## config.mk

```make
export PLATFORM = sky130hd
export DESIGN_NAME = plf_ctrl
export DESIGN_NICKNAME = d
export VERILOG_FILES = /design/src/hw/rtl/plf_pkg.sv /design/src/hw/rtl/plf_ctrl.sv
export SDC_FILE = /design/constraint.sdc
export NUM_CORES = 1
export LEC_CHECK = 0
export BUFFER_PORTS_ARGS = -buffer_cell sky130_fd_sc_hd__buf_2
export CORE_AREA = 4 4 58 60
export CTS_CLUSTER_SIZE = 8
export DETAILED_ROUTE_END_ITERATION = 10
export DIE_AREA = 0 0 62 64
export GPL_TIMING_DRIVEN = 0
export SYNTH_ARGS = -nofsm -noshare
export SYNTH_HDL_FRONTEND = slang
export SYNTH_SLANG_ARGS = --single-unit
```

## constraint.sdc

```tcl
create_clock -name clk -period 3.6 [get_ports clk]
set_input_delay 0.18 -clock clk [delete_from_list [all_inputs] [get_ports clk]]
set_output_delay 0.18 -clock clk [all_outputs]
set_load 0.05 [all_outputs]
```

## src/hw/rtl/plf_pkg.sv

```systemverilog
package plf_pkg;

  // Field and register widths.
  localparam int GainW   = 18;
  localparam int DistW   = 25;
  localparam int PosW    = 32;
  localparam int SumW    = 40;
  localparam int AngW    = 16;
  localparam int SampW   = 16;
  localparam int CfgIdxW = 3;
  localparam int CfgDatW = 32;

  // Fixed-point layout of the rotator.
  localparam int VecW  = 34;   // Q1.30 vector with headroom
  localparam int ZW    = 28;   // Q.24 residual angle
  localparam int IterW = 5;    // holds any iteration index up to 23

  localparam int CORDIC_ITERATIONS_DEF = 16;

  localparam logic signed [VecW-1:0] CordicK = VecW'(652032874);
  localparam logic signed [AngW-1:0] HalfPiQ14 = AngW'(25736);

  // Register reset values.
  localparam logic [GainW-1:0] GainPRst = GainW'(19661);
  localparam logic [GainW-1:0] GainDRst = GainW'(6554);
  localparam logic [GainW-1:0] GainIRst = GainW'(66);
  localparam logic [DistW-1:0] StepDistRst = DistW'(65536);
  localparam logic [DistW-1:0] SigmaRst = DistW'(131072);

  // Configuration register indexes.
  typedef enum logic [CfgIdxW-1:0] {
    REG_GAIN_P   = 3'd0,
    REG_GAIN_D   = 3'd1,
    REG_GAIN_I   = 3'd2,
    REG_STEP     = 3'd3,
    REG_SIGMA    = 3'd4,
    REG_START_X  = 3'd5,
    REG_START_Y  = 3'd6
  } reg_idx_t;

  // Datapath commands issued by the controller.
  typedef enum logic [3:0] {
    CMD_NONE,
    CMD_LOAD,
    CMD_RESTART,
    CMD_NOISE,
    CMD_MEAS,
    CMD_SUMP,
    CMD_MULD,
    CMD_MULI,
    CMD_STEER,
    CMD_CINIT,
    CMD_ROT,
    CMD_MOVEX,
    CMD_MOVEY,
    CMD_FIN,
    CMD_OUT
  } cmd_t;

  typedef struct packed {
    cmd_t             cmd;
    logic [IterW-1:0] iter;
  } dp_ctrl_t;

  // Arctangent table in Q.24, rounded to nearest.
  function automatic logic signed [ZW-1:0] atan_entry(input logic [IterW-1:0] i);
    logic signed [ZW-1:0] r;
    case (i)
      5'd0:    r = ZW'(13176795);
      5'd1:    r = ZW'(7778716);
      5'd2:    r = ZW'(4110060);
      5'd3:    r = ZW'(2086331);
      5'd4:    r = ZW'(1047214);
      5'd5:    r = ZW'(524117);
      5'd6:    r = ZW'(262123);
      5'd7:    r = ZW'(131069);
      default: r = ZW'(28'sd1 <<< (5'd24 - i));
    endcase
    return r;
  endfunction

  // Saturate a 33-bit sum to the 32-bit signed range.
  function automatic logic signed [PosW-1:0] sat32(input logic signed [PosW:0] v);
    logic signed [PosW-1:0] r;
    if (v[PosW] != v[PosW-1]) begin
      r = v[PosW] ? {1'b1, {(PosW-1){1'b0}}} : {1'b0, {(PosW-1){1'b1}}};
    end else begin
      r = v[PosW-1:0];
    end
    return r;
  endfunction

  // Saturate a 41-bit sum to the 40-bit signed range.
  function automatic logic signed [SumW-1:0] sat40(input logic signed [SumW:0] v);
    logic signed [SumW-1:0] r;
    if (v[SumW] != v[SumW-1]) begin
      r = v[SumW] ? {1'b1, {(SumW-1){1'b0}}} : {1'b0, {(SumW-1){1'b1}}};
    end else begin
      r = v[SumW-1:0];
    end
    return r;
  endfunction

endpackage

```

## src/hw/rtl/plf_ctrl.sv

```systemverilog
module plf_ctrl #(
  parameter int CORDIC_ITERATIONS = plf_pkg::CORDIC_ITERATIONS_DEF
) (
  input  logic              clk,
  input  logic              rst_n,
  input  logic              in_valid,
  input  logic              in_operation,
  output logic              in_stall,
  output logic              out_valid,
  input  logic              out_stall,
  output plf_pkg::dp_ctrl_t ctrl
);

  typedef enum logic [3:0] {
    S_IDLE, S_RESTART, S_NOISE, S_MEAS, S_SUMP, S_MULD, S_MULI, S_STEER,
    S_CINIT, S_ROT, S_MOVEX, S_MOVEY, S_FIN, S_OUT
  } state_t;

  localparam logic [plf_pkg::IterW-1:0] LastIter = plf_pkg::IterW'(CORDIC_ITERATIONS - 1);

  state_t                      state_r, state_nxt;
  logic [plf_pkg::IterW-1:0]   iter_r, iter_nxt;
  logic                        out_valid_r, out_valid_nxt;
  logic                        out_free;

  assign in_stall  = (state_r != S_IDLE);
  assign out_valid = out_valid_r;
  assign out_free  = !out_valid_r || !out_stall;

  // Next state and the command for the current step.
  always_comb begin
    state_nxt     = state_r;
    iter_nxt      = iter_r;
    out_valid_nxt = out_valid_r && out_stall;
    ctrl.cmd      = plf_pkg::CMD_NONE;
    ctrl.iter     = iter_r;
    case (state_r)
      S_IDLE: begin
        if (in_valid) begin
          ctrl.cmd  = plf_pkg::CMD_LOAD;
          state_nxt = in_operation ? S_RESTART : S_NOISE;
        end
      end
      S_RESTART: begin
        ctrl.cmd  = plf_pkg::CMD_RESTART;
        state_nxt = S_OUT;
      end
      S_NOISE: begin
        ctrl.cmd  = plf_pkg::CMD_NOISE;
        state_nxt = S_MEAS;
      end
      S_MEAS: begin
        ctrl.cmd  = plf_pkg::CMD_MEAS;
        state_nxt = S_SUMP;
      end
      S_SUMP: begin
        ctrl.cmd  = plf_pkg::CMD_SUMP;
        state_nxt = S_MULD;
      end
      S_MULD: begin
        ctrl.cmd  = plf_pkg::CMD_MULD;
        state_nxt = S_MULI;
      end
      S_MULI: begin
        ctrl.cmd  = plf_pkg::CMD_MULI;
        state_nxt = S_STEER;
      end
      S_STEER: begin
        ctrl.cmd  = plf_pkg::CMD_STEER;
        state_nxt = S_CINIT;
      end
      S_CINIT: begin
        ctrl.cmd  = plf_pkg::CMD_CINIT;
        iter_nxt  = '0;
        state_nxt = S_ROT;
      end
      S_ROT: begin
        ctrl.cmd = plf_pkg::CMD_ROT;
        if (iter_r == LastIter) begin
          state_nxt = S_MOVEX;
        end else begin
          iter_nxt = iter_r + 1'b1;
        end
      end
      S_MOVEX: begin
        ctrl.cmd  = plf_pkg::CMD_MOVEX;
        state_nxt = S_MOVEY;
      end
      S_MOVEY: begin
        ctrl.cmd  = plf_pkg::CMD_MOVEY;
        state_nxt = S_FIN;
      end
      S_FIN: begin
        ctrl.cmd  = plf_pkg::CMD_FIN;
        state_nxt = S_OUT;
      end
      S_OUT: begin
        // Wait until the result register is free, then load it.
        if (out_free) begin
          ctrl.cmd      = plf_pkg::CMD_OUT;
          out_valid_nxt = 1'b1;
          state_nxt     = S_IDLE;
        end
      end
      default: state_nxt = S_IDLE;
    endcase
  end

  always_ff @(posedge clk) begin
    if (!rst_n) begin
      state_r     <= S_IDLE;
      iter_r      <= '0;
      out_valid_r <= 1'b0;
    end else begin
      state_r     <= state_nxt;
      iter_r      <= iter_nxt;
      out_valid_r <= out_valid_nxt;
    end
  end

endmodule

```

==> impl_metrics.json <==
{
  "outcome": "finished clean",
  "nNetsFinal": 110,
  "syn_to_final_growth_pct": 21.3,
  "pin_count": 16,
  "grt_antenna_before_repair": 0,
  "fmax_mhz": 515,
  "syn-num-nets": 91,
  "first_pass_iters": 4,
  "path_class": "reg2reg",
  "rsz0062_at_grt": "false",
  "yosysUniqueCellTypes": 36,
  "synth_edf_count": 0,
  "chipWidth_um": 62,
  "initial_core_util_pct": 23.7,
  "drc_errors": 0,
  "drt_iter0_drc": 25,
  "core_um2": 2930,
  "p_clk_share_pct": 13.1,
  "portBuffers": 14,
  "fin_skew_ns": 0.00175,
  "power.share.sequential_pct": 19.5,
  "relSlewSlack_pct": 67.5,
  "numClockSinks": 10,
  "avgSynthCellArea_um2": 8.25,
  "synth-simple-area-share_pct": 22.7,
  "fp-row-count": 20,
  "setup_viol": 0,
  "netlist.area_leader.share_pct": 28.9,
  "routed-via-count": 719,
  "grtUsageTotal_pct": 10.2,
  "cts_root_buffer": "clkbuf_4",
  "dpl.hpwl_mm": 1.37,
  "dieArea_um2": 3970,
  "required_ns": 3.81,
  "worstPathCellList": "ha_1, and3_1, ha_1, a21o_1, or4_1, a21oi_1",
  "max_cap_violations": 0,
  "dp.cells": 131,
  "syn_inst": 84,
  "clockBufferDepth": 2,
  "hold_viol": 0,
  "synth_top_family_by_area": "compound AO/OA/AOI/OAI gates",
  "switching_share_pct": 54.8,
  "worst_setup_path_end_kind": "flip-flop",
  "synthesis.area_um2": 693,
  "grt_pass1_vias": 642,
  "ys_seq_elements": 10,
  "gp_congestion": 0.862,
  "viasPerCell": 5.33,
  "power_density_nw_per_um2": 970,
  "ys.flop_type": "dfxtp_1",
  "htree_levels": 1,
  "synth_area_leaders": "dfxtp_1, or4_1, a21oi_1, o21ai_0, o31ai_1",
  "fillers": 322,
  "slew_viol_final": 0,
  "die_h_um": 64,
  "gr-total-overflow": 0,
  "ys_seq_area_share_pct": 28.9,
  "p_comb_share_pct": 67.4,
  "finalCritPeriodShare_pct": 54.0,
  "synth_fa_ha_area_share_pct": 3.61,
  "synth_top_cell_by_area": "dfxtp_1",
  "regToRegSetupSlack_ns": 1.66,
  "critPathArrivalTime_ns": 2.15,
  "crit_slowest_cell": "or4_1",
  "wl_mm": 1.80,
  "ctsHoldBuffers": 0,
  "async_flop_share_pct": 0,
  "tns_ns": 0,
  "crit_path_frequent_cell": "ha_1",
  "cts_tree": "done",
  "crit_path_max_fanout": 8,
  "synth_common_cells": "dfxtp_1, a21oi_1, o21ai_0, or4_1, inv_1",
  "hold_path.class": "in2reg",
  "synth_mux_area_share_pct": 0,
  "p_sw_uw": 447,
  "cts_setup_buffers": 0,
  "cts.clk_slew.worst_paths_ns": 0.07,
  "synth_compound_area_share_pct": 34.3,
  "synth_xor_area_share_pct": 1.26,
  "min_period_ns": 1.94,
  "grt_pass1_wl_mm": 3.04,
  "critPathMaxStageDelay_ns": 0.48,
  "power_uw": 816,
  "vdd_drop_max_mv": 0.661,
  "drive_above_1_share_pct": 24.5,
  "numCtsBuffers": 3,
  "p_leak_uw": 0.000333,
  "drtAntennaViolNets": 0,
  "intPower_uw": 369,
  "grt_max_degree": 11,
  "cts_resized": 0,
  "clk-insertion-delay-late_ns": 0.27,
  "whs_ns": 0.210,
  "start_kind": "flip-flop",
  "ys.warnings.count": 0,
  "tightest_slew_ns": 0.483,
  "final_cells": 135,
  "n_antenna_cell": 0,
  "synth.most_common_cell": "dfxtp_1",
  "wl_per_cell_um": 13.3
}
## worst max-delay path, delay by kind of cell (launching register included)
kind | cells | cell delay (ns)
fa+ha+maj | 2 | 0.44
compound gates | 2 | 0.42
simple gates | 2 | 0.67
flops | 1 | 0.35
## final timing paths
kind                            cells past startpoint        end      start
worst min register to register                      2  iter_r[4]  iter_r[4]
worst max-delay path                                6  iter_r[3]  iter_r[0]
worst max register to register                      6  iter_r[3]  iter_r[0]
worst min-delay path                                3  out_valid  out_stall
## layout make-up
| class | instances | area [um2] | area share, % |
|---|---|---|---|
| clock buffer | 4 | 36.3 | 4.32 |
| sequential | 10 | 200 | 23.8 |
| buffer | 7 | 45.0 | 5.36 |
| tap | 33 | 41.3 | 4.91 |
| multi-input combinational | 62 | 429 | 51.0 |
| timing repair buffer | 14 | 70.1 | 8.33 |
| inverter | 5 | 18.8 | 2.23 |
## flip-flops by register name, summed over array words and instances (netlist names)
name	cells
iter_r	5
out_valid	1
state_r	4
## per-layer routing
layer | global-route usage (%) | vias up | routed length (um)
met3 | 4.85 | 2 | 133
li1 | - | 359 | -
met1 | 14.5 | 338 | 824
met4 | 1.59 | 0 | 12
met5 | 0 | - | 0
met2 | 13.9 | 20 | 824
## per-stage QoR
stage	worst slack, ns	area [um2]	util, %
floorplan	1.45	693	-
global placement	1.72	805	27.5
detailed placement	1.68	805	27.5
CTS	1.65	841	28.7
global route	1.54	841	28.7
finish	1.66	841	28.7
## power groups by stage
stage / Combinational (uW) / Sequential, uW / Clock (uW)
finish: 550 / 159 / 106
global route: 597 / 164 / 115
CTS: 553 / 159 / 109
detailed placement: 552 / 162 / 0
global placement: 540 / 161 / 0
floorplan: 433 / 166 / 0
## layout by cell type (no fill, tap or decap), types with 3 or more instances in the layout
| master | count |
|---|---|
| buf_2 | 17 |
| dfxtp_1 | 10 |
| or4_1 | 6 |
| a21oi_1 | 6 |
| o21ai_0 | 6 |
| inv_1 | 5 |
| nand2_1 | 4 |
| o31ai_1 | 4 |
| o211ai_1 | 3 |
| clkbuf_4 | 3 |
## cell families (layout without fill, tap and decap cells)
logic type,after synthesis,after routing
AO/OA/AOI/OAI,35,35
AND/OR/NAND/NOR,24,24
buffers and inverters,12,30
flip-flops,10,10
adder cells (fa/ha/maj),2,2
XOR/XNOR,1,1
Note: power is estimated with default switching activity, not from simulation.
